File: config.mk
export PLATFORM = sky130hd
export DESIGN_NAME = srb_alu
export DESIGN_NICKNAME = d
export VERILOG_FILES = /design/src/rtl/srb_pkg.sv /design/src/rtl/srb_alu.sv
export SDC_FILE = /design/constraint.sdc
export NUM_CORES = 2
export LEC_CHECK = 0
export ABC_AREA = 1
export CORE_ASPECT_RATIO = 1.25
export CORE_MARGIN = 2
export CORE_UTILIZATION = 45
export DETAILED_ROUTE_END_ITERATION = 8
export DONT_BUFFER_PORTS = 1
export PLACE_DENSITY_LB_ADDON = 0.15
export SLEW_MARGIN = 20
export SYNTH_ARGS = -nofsm -noshare
export SYNTH_HDL_FRONTEND = slang
export SYNTH_SLANG_ARGS = --single-unit
export TNS_END_PERCENT = 5
File: constraint.sdc
create_clock -name clk -period 19.4 [get_ports clk]
set_clock_uncertainty 0.05 [all_clocks]
set_input_delay 0.97 -clock clk [delete_from_list [all_inputs] [get_ports clk]]
set_output_delay 0.97 -clock clk [all_outputs]
set_load 0.005 [all_outputs]
File: src/rtl/srb_pkg.sv
// ----------------------------------------------------------------------------
// srb_pkg
// Shared constants, types and helpers of the stereo ring buffer.
// ----------------------------------------------------------------------------
`default_nettype none

package srb_pkg;

  // Store geometry; the depth is a power of two so positions wrap by truncation
  localparam int DEPTH     = 1024;
  localparam int ADDR_W    = $clog2(DEPTH);
  localparam int MAX_BURST = 64;

  // Field widths
  localparam int SAMPLE_W = 24;
  localparam int OFFSET_W = 12;
  localparam int COUNT_W  = 7;
  localparam int ACTION_W = 3;
  localparam int PROD_W   = 2 * SAMPLE_W;
  localparam int FRAC_W   = 20;
  localparam int WIDE_W   = PROD_W + 1 - FRAC_W;

  // Action codes
  localparam logic [ACTION_W-1:0] ACT_WRITE  = 3'd0;
  localparam logic [ACTION_W-1:0] ACT_READ   = 3'd1;
  localparam logic [ACTION_W-1:0] ACT_SCALE  = 3'd2;
  localparam logic [ACTION_W-1:0] ACT_ENCODE = 3'd3;
  localparam logic [ACTION_W-1:0] ACT_DECODE = 3'd4;
  localparam logic [ACTION_W-1:0] ACT_MOVE   = 3'd5;

  typedef logic signed [SAMPLE_W-1:0] sample_t;

  // One stored frame as it sits in memory
  typedef struct packed {
    sample_t right;
    sample_t left;
  } frame_t;

  // One result frame waiting in the output queue
  typedef struct packed {
    logic    last;
    sample_t right;
    sample_t left;
  } out_item_t;

  // Control handed to the arithmetic unit for a read-modify-write request
  typedef struct packed {
    logic [ACTION_W-1:0] action;
    logic                channel;
    sample_t             factor;
  } alu_ctl_t;

  // Clamp a wide signed value to the sample range
  function automatic sample_t sat_sample(input logic signed [WIDE_W-1:0] v);
    logic signed [WIDE_W-1:0] hi;
    logic signed [WIDE_W-1:0] lo;
    hi = WIDE_W'(signed'({1'b0, {(SAMPLE_W-1){1'b1}}}));
    lo = WIDE_W'(signed'({1'b1, {(SAMPLE_W-1){1'b0}}}));
    if (v > hi) begin
      sat_sample = hi[SAMPLE_W-1:0];
    end else if (v < lo) begin
      sat_sample = lo[SAMPLE_W-1:0];
    end else begin
      sat_sample = v[SAMPLE_W-1:0];
    end
  endfunction

endpackage

`default_nettype wire

File: src/rtl/srb_alu.sv
// ----------------------------------------------------------------------------
// srb_alu
// Frame arithmetic: scale with rounding and saturation, mid-side encode and
// decode. The multiply is registered before rounding.
// ----------------------------------------------------------------------------
`default_nettype none

module srb_alu
  import srb_pkg::*;
(
  input  wire logic     clk,
  input  wire logic     load,
  input  wire alu_ctl_t ctl,
  input  wire frame_t   frame_in,
  output frame_t        frame_out
);

  alu_ctl_t                   ctl_r;
  frame_t                     frame_r;
  logic signed [PROD_W-1:0]   prod_r;

  sample_t                    pick;
  logic signed [PROD_W:0]     rounded;
  logic signed [WIDE_W-1:0]   scaled;
  sample_t                    scaled_sat;
  logic signed [SAMPLE_W:0]   sum;
  logic signed [SAMPLE_W:0]   diff;

  assign pick = ctl.channel ? frame_in.left : frame_in.right;

  // Capture operands and the raw product
  always_ff @(posedge clk) begin
    if (load) begin
      ctl_r   <= ctl;
      frame_r <= frame_in;
      prod_r  <= pick * ctl.factor;
    end
  end

  // Round half up, drop the fraction, saturate
  always_comb begin
    rounded    = (PROD_W+1)'(prod_r) + (PROD_W+1)'(1 << (FRAC_W - 1));
    scaled     = rounded[PROD_W:FRAC_W];
    scaled_sat = sat_sample(scaled);
    sum        = (SAMPLE_W+1)'(frame_r.left) + (SAMPLE_W+1)'(frame_r.right);
    diff       = (SAMPLE_W+1)'(frame_r.left) - (SAMPLE_W+1)'(frame_r.right);
  end

  // Select the rewritten frame
  always_comb begin
    frame_out = frame_r;
    unique case (ctl_r.action)
      ACT_SCALE: begin
        if (ctl_r.channel) begin
          frame_out.left = scaled_sat;
        end else begin
          frame_out.right = scaled_sat;
        end
      end
      ACT_ENCODE: begin
        frame_out.left  = sum[SAMPLE_W:1];
        frame_out.right = diff[SAMPLE_W:1];
      end
      ACT_DECODE: begin
        frame_out.left  = sat_sample(WIDE_W'(sum));
        frame_out.right = sat_sample(WIDE_W'(diff));
      end
      default: begin
        frame_out = frame_r;
      end
    endcase
  end

endmodule

`default_nettype wire

==> results.yml <==
sta:
  setup_violations: 0
  slew_violations: 0
  setup_tns_ns: 0
  maxSlewHeadroom: 0.267
  post-route-period-util: 0.456
  fmax_ghz: 0.113
  hold_violations: 0
  min_period_ns: 8.84
  rsz0062_at_grt: "no"
  worst_pin_slew_ns: 1.10
global_routing:
  grt_pass1_wl_mm: 166
  grt_max_degree: 82
  antenna_found_initial: 1
  grt_use_total: 0.323
  first_global_vias: 27400
  grt.overflow.total: 0
worst_hold_path:
  hp-class: "in -> reg"
critical_path:
  worstSetupPathType: "in -> reg"
  cp_max_fo: 27
  cp.arrival_ns: 8.92
  cp-end-kind: "register"
  worst-endpoint-required_ns: 19.48
  startpoint_type: "input pin"
yosys:
  netlist_instances: 3995
  synth-main-ff-cell: "edfxtp_1"
  ys_types: 47
  yosysMostFrequentCell: "inv_1"
  netlist_area_sq_um: 30200
  syn_nets: 4860
  ys_seq_area_frac: 0.0806
  yosysWarnings: 0
  synth_edf_count: 81
  synthTopCellsByArea: "fa_1 (40%), inv_1 (11%), nand2_1 (11%)"
  yosys.area.top_type_share: 0.403
  synthArstFlopShare: 0
  yosys-top-cells-count: "inv_1 (876), nand2_1 (857), fa_1 (608)"
  ys_ff_latch: 81
  synth_largest_area_cell: "fa_1"
  syn_area_per_cell_sq_um: 7.56
floorplanning:
  io_pins: 126
  initial_utilization: 0.453
  coreArea_sq_um: 66700
  die_area_sq_um: 69200
  die_w_um: 236
  rows: 106
  die_h_um: 294
cts:
  cts-buffers-inserted: 9
  cts.sinks: 81
  cts_hold_buf: 0
  path_clk_slew_ns: 0.07
  cts_buffer_depth: 2
  post_cts_resized: 0
  postCtsSetupRepairBufs: 0
  cts_tree: "built"
  cts-root-buf: "clkbuf_16"
  htree_levels: 3
drt:
  drtIter0Drc: 1703
  wl_per_cell_um: 22.8
  first_pass_iters: 6
  routed_wl_mm: 109
  drc: 0
  viasPerCell: 5.38
  ant_nets: 0
  vias: 25600
final_layout:
  multiInputGateArea_sq_um: 23700
  syn_to_final_growth_pct: 3.37
  regArea_sq_um: 2430
  layout.nets: 4756
  fin_area_sq_um: 31200
  layout-drive-gt1-share: 0.0359
  instances_no_fill: 4762
  nFillCells: 6938
placed_design:
  dp_hpwl_mm: 89.8
  io_buffers: 0
  place_area_sq_um: 30900
  dp.cells: 4744
  gp_congestion: 1.04
flow_run:
  drv_cap: 0
status:
  status: "completed"
[metal layers]
| layer | wire [um] | track usage |
|---|---|---|
| met2 | 54900 | 0.582 |
| met3 | 6810 | 0.0416 |
| met5 | 0 | 0 |
| met4 | 6510 | 0.168 |
| met1 | 40500 | 0.377 |
[final cells by class]
class | instances | share of cell area
diodes | 2 | 0.000160
repair buffers | 36 | 0.00866
multi-input cells | 2866 | 0.760
clock inverters | 7 | 0.00325
flip-flops and latches | 81 | 0.0779
clock buffers | 9 | 0.00722
inverters | 897 | 0.108
well taps | 864 | 0.0346
[logic make-up after synthesis]
family,count (synthesis),share of synthesized area
simple gates,1712,0.231
buf+inv,1048,0.134
xor+xnor,87,0.0252
flops,81,0.0806
compound gates,280,0.0521
fa+ha+maj,787,0.477
[cell usage in the layout, fill, tap and decap left out, drive strengths merged, types with 5 or more instances in the layout]
cell,count
o21ai,50
nand4,27
o21bai,17
fa,608
nand3,173
or2,46
and2,5
o211ai,5
o21a,11
clkinv,8
a31oi,7
a21oi,170
nor2,557
inv,892
clkbuf,9
buf,36
nand2,865
ha,179
a21boi,6
xnor2,19
edfxtp,81
a21o,9
xor2,68
nor3,33
[worst paths after layout]
| check | start | endpoint | cells after the start |
|---|---|---|---|
| worst max-delay path | ctl[24] | prod_r[44] | 21 |
| worst min-delay path | frame_in[42] | frame_r[42] | 0 |
[flip-flops by register name, summed over array words and instances (netlist names)]
name and flops:
ctl_r 4, frame_r 48, prod_r 29
[critical path, cell delays in order]
cell and delay [ns]:
inv_2 0.37, or2_2 0.21, nand2_1 0.45, nor2_1 0.49, fa_1 0.60, fa_1 0.65, inv_1 0.21, fa_1 0.60
inv_1 0.37, fa_1 0.53, fa_1 0.57, fa_1 0.43, fa_1 0.44, ha_1 0.39, nand2_1 0.18, nor2_1 0.27
nand2_1 0.11, nor2_1 0.45, nand4_1 0.39, nand3_1 0.16, nand2_1 0.06
[per-stage QoR]
stage,hold WS (ns),util,setup WS [ns]
5_1_grt,0.625,0.468,10.16
2_1_floorplan,1.02,-,11.49
4_1_cts,0.625,0.468,10.67
3_3_place_gp,1.02,0.463,10.38
3_5_place_dp,1.02,0.463,10.29
6_report,0.632,0.468,10.56
Power is not shown: default switching activity piles up to over one toggle a cycle in this logic, so the estimate is an artifact.
