--- config.mk ---
export PLATFORM = sky130hd
export DESIGN_NAME = srb_outq
export DESIGN_NICKNAME = d
export VERILOG_FILES = /design/src/rtl/srb_pkg.sv /design/src/rtl/srb_outq.sv
export SDC_FILE = /design/constraint.sdc
export NUM_CORES = 1
export LEC_CHECK = 0
export CAP_MARGIN = 20
export CORE_MARGIN = 1
export CORE_UTILIZATION = 40
export CTS_BUF_LIST = sky130_fd_sc_hd__clkbuf_8 sky130_fd_sc_hd__clkbuf_16
export CTS_CLUSTER_DIAMETER = 30
export DETAILED_ROUTE_END_ITERATION = 7
export DONT_BUFFER_PORTS = 1
export GPL_ROUTABILITY_DRIVEN = 0
export PLACE_DENSITY = 0.54
export REMOVE_ABC_BUFFERS = 1
export SYNTH_ARGS = -nofsm -noshare
export SYNTH_HDL_FRONTEND = slang
export SYNTH_SLANG_ARGS = --single-unit
--- constraint.sdc ---
create_clock -name clk -period 5.16 [get_ports clk]
set_input_delay 0.516 -clock clk [delete_from_list [all_inputs] [get_ports clk]]
set_output_delay 0.516 -clock clk [all_outputs]
set_load 0.005 [all_outputs]
--- src/rtl/srb_pkg.sv ---
// ----------------------------------------------------------------------------
// srb_pkg
// Shared constants, types and helpers of the stereo ring buffer.
// ----------------------------------------------------------------------------
`default_nettype none

package srb_pkg;

  // Store geometry; the depth is a power of two so positions wrap by truncation
  localparam int DEPTH     = 1024;
  localparam int ADDR_W    = $clog2(DEPTH);
  localparam int MAX_BURST = 64;

  // Field widths
  localparam int SAMPLE_W = 24;
  localparam int OFFSET_W = 12;
  localparam int COUNT_W  = 7;
  localparam int ACTION_W = 3;
  localparam int PROD_W   = 2 * SAMPLE_W;
  localparam int FRAC_W   = 20;
  localparam int WIDE_W   = PROD_W + 1 - FRAC_W;

  // Action codes
  localparam logic [ACTION_W-1:0] ACT_WRITE  = 3'd0;
  localparam logic [ACTION_W-1:0] ACT_READ   = 3'd1;
  localparam logic [ACTION_W-1:0] ACT_SCALE  = 3'd2;
  localparam logic [ACTION_W-1:0] ACT_ENCODE = 3'd3;
  localparam logic [ACTION_W-1:0] ACT_DECODE = 3'd4;
  localparam logic [ACTION_W-1:0] ACT_MOVE   = 3'd5;

  typedef logic signed [SAMPLE_W-1:0] sample_t;

  // One stored frame as it sits in memory
  typedef struct packed {
    sample_t right;
    sample_t left;
  } frame_t;

  // One result frame waiting in the output queue
  typedef struct packed {
    logic    last;
    sample_t right;
    sample_t left;
  } out_item_t;

  // Control handed to the arithmetic unit for a read-modify-write request
  typedef struct packed {
    logic [ACTION_W-1:0] action;
    logic                channel;
    sample_t             factor;
  } alu_ctl_t;

  // Clamp a wide signed value to the sample range
  function automatic sample_t sat_sample(input logic signed [WIDE_W-1:0] v);
    logic signed [WIDE_W-1:0] hi;
    logic signed [WIDE_W-1:0] lo;
    hi = WIDE_W'(signed'({1'b0, {(SAMPLE_W-1){1'b1}}}));
    lo = WIDE_W'(signed'({1'b1, {(SAMPLE_W-1){1'b0}}}));
    if (v > hi) begin
      sat_sample = hi[SAMPLE_W-1:0];
    end else if (v < lo) begin
      sat_sample = lo[SAMPLE_W-1:0];
    end else begin
      sat_sample = v[SAMPLE_W-1:0];
    end
  endfunction

endpackage

`default_nettype wire

--- src/rtl/srb_outq.sv ---
// ----------------------------------------------------------------------------
// srb_outq
// Two-entry result queue between the memory read port and the result channel.
// ----------------------------------------------------------------------------
`default_nettype none

module srb_outq
  import srb_pkg::*;
(
  input  wire logic      clk,
  input  wire logic      rst_n,
  input  wire logic      push,
  input  wire out_item_t push_item,
  output logic [1:0]     level,
  output logic           head_valid,
  input  wire logic      head_ready,
  output out_item_t      head_item
);

  logic [1:0] cnt_r;
  logic [1:0] cnt_nxt;
  out_item_t  e0_r;
  out_item_t  e0_nxt;
  out_item_t  e1_r;
  out_item_t  e1_nxt;
  logic       pop;

  assign head_valid = (cnt_r != 2'd0);
  assign head_item  = e0_r;
  assign level      = cnt_r;
  assign pop        = head_valid && head_ready;

  // Shift on pop, fill the first free slot on push
  always_comb begin
    cnt_nxt = cnt_r;
    e0_nxt  = e0_r;
    e1_nxt  = e1_r;
    priority if (push && pop) begin
      if (cnt_r == 2'd1) begin
        e0_nxt = push_item;
      end else begin
        e0_nxt = e1_r;
        e1_nxt = push_item;
      end
    end else if (push) begin
      if (cnt_r == 2'd0) begin
        e0_nxt = push_item;
      end else begin
        e1_nxt = push_item;
      end
      cnt_nxt = cnt_r + 2'd1;
    end else if (pop) begin
      e0_nxt  = e1_r;
      cnt_nxt = cnt_r - 2'd1;
    end
  end

  always_ff @(posedge clk) begin
    if (!rst_n) begin
      cnt_r <= 2'd0;
    end else begin
      cnt_r <= cnt_nxt;
    end
  end

  always_ff @(posedge clk) begin
    e0_r <= e0_nxt;
    e1_r <= e1_nxt;
  end

endmodule

`default_nettype wire

==> out/qor.yml <==
netlist_instances: 171
synth_top_area_cell: "edfxtp_1"
die_w_um: 98.9
cts_tree: "yes"
synth_ff_type: "edfxtp_1"
p_comb_frac: 0.195
crit_buf_inv: 2
wl_per_cell_um: 20.3
slowest_stage: "mux2i_4"
cts.sinks: 100
setup_violations: 0
cp.required_ns: 5.27
final_net_count: 236
num_antenna_cells: 0
finalCritPeriodShare: 0.623
synth.area.top_cells: "edfxtp_1 78%, mux2_2 12%, mux2_4 4.0%"
setup_tns_ns: 0
irDropWorstVdd_uv: 445
clockRootBuffer: "clkbuf_8"
p_leak_nw: 1.37
drc_errors: 0
regToRegSetupSlack_ns: 1.95
io_buffers: 0
dieArea_mm2: 0.00978
fillers: 750
clockBufferDepth: 2
yosysWarningCount: 0
post-cts-setup-buffers: 0
first_pass_iters: 4
slew_violations: 0
cp_slowest_stage_delay_ns: 0.83
yosysMostFrequentCell: "edfxtp_1"
num_rows: 34
r2r_cells: 7
p_int_mw: 1.74
dr_total_vias: 1568
fin_util: 0.459
dpl.hpwl_um: 3850
fp.coreArea_mm2: 0.00889
ys_seq_area_frac: 0.795
r2r-end: "head_item[36]$_DFFE_PP_"
overflow: 0
crit_arrival_ns: 3.32
worst_pin_slew_ns: 0.932
seqPwrFrac: 0.614
final_area_mm2: 0.00408
routed_via_density: 5.35
clkPwrFrac: 0.191
pwr_density_cell_mw_per_mm2: 588
io_pins: 105
p_sw_frac: 0.274
p_sw_mw: 0.656
clock.fmax_mhz: 311
path_clk_slew_ns: 0.08
ys_seq_elements: 100
netlist_area_mm2: 0.00375
synth_top_cells_by_count: "98 x edfxtp_1, 39 x mux2_2, 10 x mux2_4"
drtIter0Drc: 36
hold_violations: 0
cts-htree-levels: 3
wirelength_um: 5960
crit_family: "multiplexers"
finClkSkew_ns: 0.00575
cts_buffers: 9
cts-hold-fix-buffers: 0
async_reset_ff_frac: 0
insertion_delay_ns: 0.35
period_minus_slack_ns: 3.21
grt_max_degree: 50
die_height_um: 98.9
hold_end: "e1_r[33]$_DFFE_PP_"
synth_edf_count: 98
criticalPathCategory: "reg2reg"
syn2layout_area_growth_pct: 8.67
grt_pass1_vias: 1620
hold_path_depth: 0
hold_start: "push_item[33]"
path_cells: "inv_1 -> ha_1 -> nor2b_1 -> ha_1 -> mux2i_4 -> buf_4 -> mux2_2"
start_kind: "flip-flop"
grt_pass1_wl_um: 8780
max-slew-margin-rel: 0.365
grt_usage: 0.126
synth.distinct_cells: 19
totalPowerFinal_mw: 2.40
ctsResizeCount: 0
drv_cap: 0
drive_gt1_frac: 0.373
initial_core_util: 0.422
ant_nets: 0
placed_area_mm2: 0.00388
r2r_start: "level[0]$_SDFFE_PN0P_"
whs_ns: 0.249
syn_area_per_cell_um2: 22.0
worst_setup_path_end_kind: "flip-flop"
synth_top_area_frac: 0.784
hold_class: "in2reg"
crit_path_frequent_cell: "ha_1"
antenna_found_initial: 0
outcome: "completed"
rsz0062_at_grt: "false"
cp_max_fo: 29
[logic make-up after synthesis]
family | after synthesis | share of synthesized area
AO/OA/AOI/OAI | 2 | 0.00333
multiplexers | 51 | 0.163
buffers and inverters | 8 | 0.0160
XOR/XNOR | 2 | 0.00467
AND/OR/NAND/NOR | 5 | 0.00800
adder cells (fa/ha/maj) | 3 | 0.0100
flip-flops | 100 | 0.795
[per-layer routing]
| layer | vias to the layer above | global-route usage | wire length (um) |
|---|---|---|---|
| met5 | - | 0 | 0 |
| met4 | 0 | 0.0677 | 129 |
| met3 | 11 | 0.0723 | 567 |
| met2 | 78 | 0.211 | 3100 |
| met1 | 794 | 0.123 | 2160 |
| li1 | 685 | - | - |
[cell usage in the layout, fill, tap and decap left out]
cell type,synthesis,routed
edfxtp_1,98,98
mux2_2,39,39
mux2_4,10,10
clkbuf_8,0,9
clkinv_2,0,4
inv_1,3,3
ha_1,3,3
mux2i_4,0,2
xor2_1,2,2
clkinv_1,0,2
dfxtp_1,2,2
buf_4,3,2
nor2b_1,1,1
a21o_2,0,1
nand2b_1,1,1
and2_1,1,1
nand2_1,1,1
nand3b_1,1,1
o21ai_0,1,1
bufinv_16,0,1
buf_12,0,1
[cell type report]
cell class                 instances  area (um^2)  share of cell area
clock inverter                     7         57.6              0.0141
multi-input combinational         63          733               0.180
timing repair buffer               3         35.0             0.00859
tap                              108          135              0.0331
clock buffer                       9          124              0.0304
sequential                       100         2980               0.731
inverter                           3         11.3             0.00276
[worst reg2reg max path: stages, from the launching register on]
cell and delay (ns):
dfxtp_1 0.43, inv_1 0.08, ha_1 0.24, nor2b_1 0.17
ha_1 0.32, mux2i_4 0.83, buf_4 0.50, mux2_2 0.40
[sequential cells by signal (all words and copies together), names as in the netlist]
signal and cells:
e1_r 49, head_item 49, level 2
[worst max path at each step]
stage | startpoint | slack, ns | cells after the start | endpoint
after floorplan | level[0]$_SDFFE_PN0P_ | 1.07 | 5 | e1_r[0]$_DFFE_PP_
after global placement | level[0]$_SDFFE_PN0P_ | 2.07 | 7 | head_item[19]$_DFFE_PP_
after detailed placement | level[0]$_SDFFE_PN0P_ | 1.89 | 7 | head_item[32]$_DFFE_PP_
after CTS | level[0]$_SDFFE_PN0P_ | 1.88 | 7 | head_item[36]$_DFFE_PP_
after global routing | level[0]$_SDFFE_PN0P_ | 1.75 | 7 | head_item[36]$_DFFE_PP_
final | level[0]$_SDFFE_PN0P_ | 1.95 | 7 | head_item[36]$_DFFE_PP_
[metrics by stage]
stage / worst slack (ns) / cells
final: 1.95 / 293
after global routing: 1.75 / 293
after CTS: 1.88 / 292
after detailed placement: 1.89 / 276
after global placement: 2.07 / 276
after floorplan: 1.07 / 166
[power by group through the flow]
stage	sequential, mW	combinational [mW]	clock (mW)
2_1_floorplan	1.47	0.339	0
3_3_place_gp	1.49	0.427	0
3_5_place_dp	1.50	0.460	0
4_1_cts	1.49	0.459	0.483
5_1_grt	1.50	0.512	0.512
6_report	1.47	0.467	0.459
No activity file was read; power rests on OpenSTA's default activity.
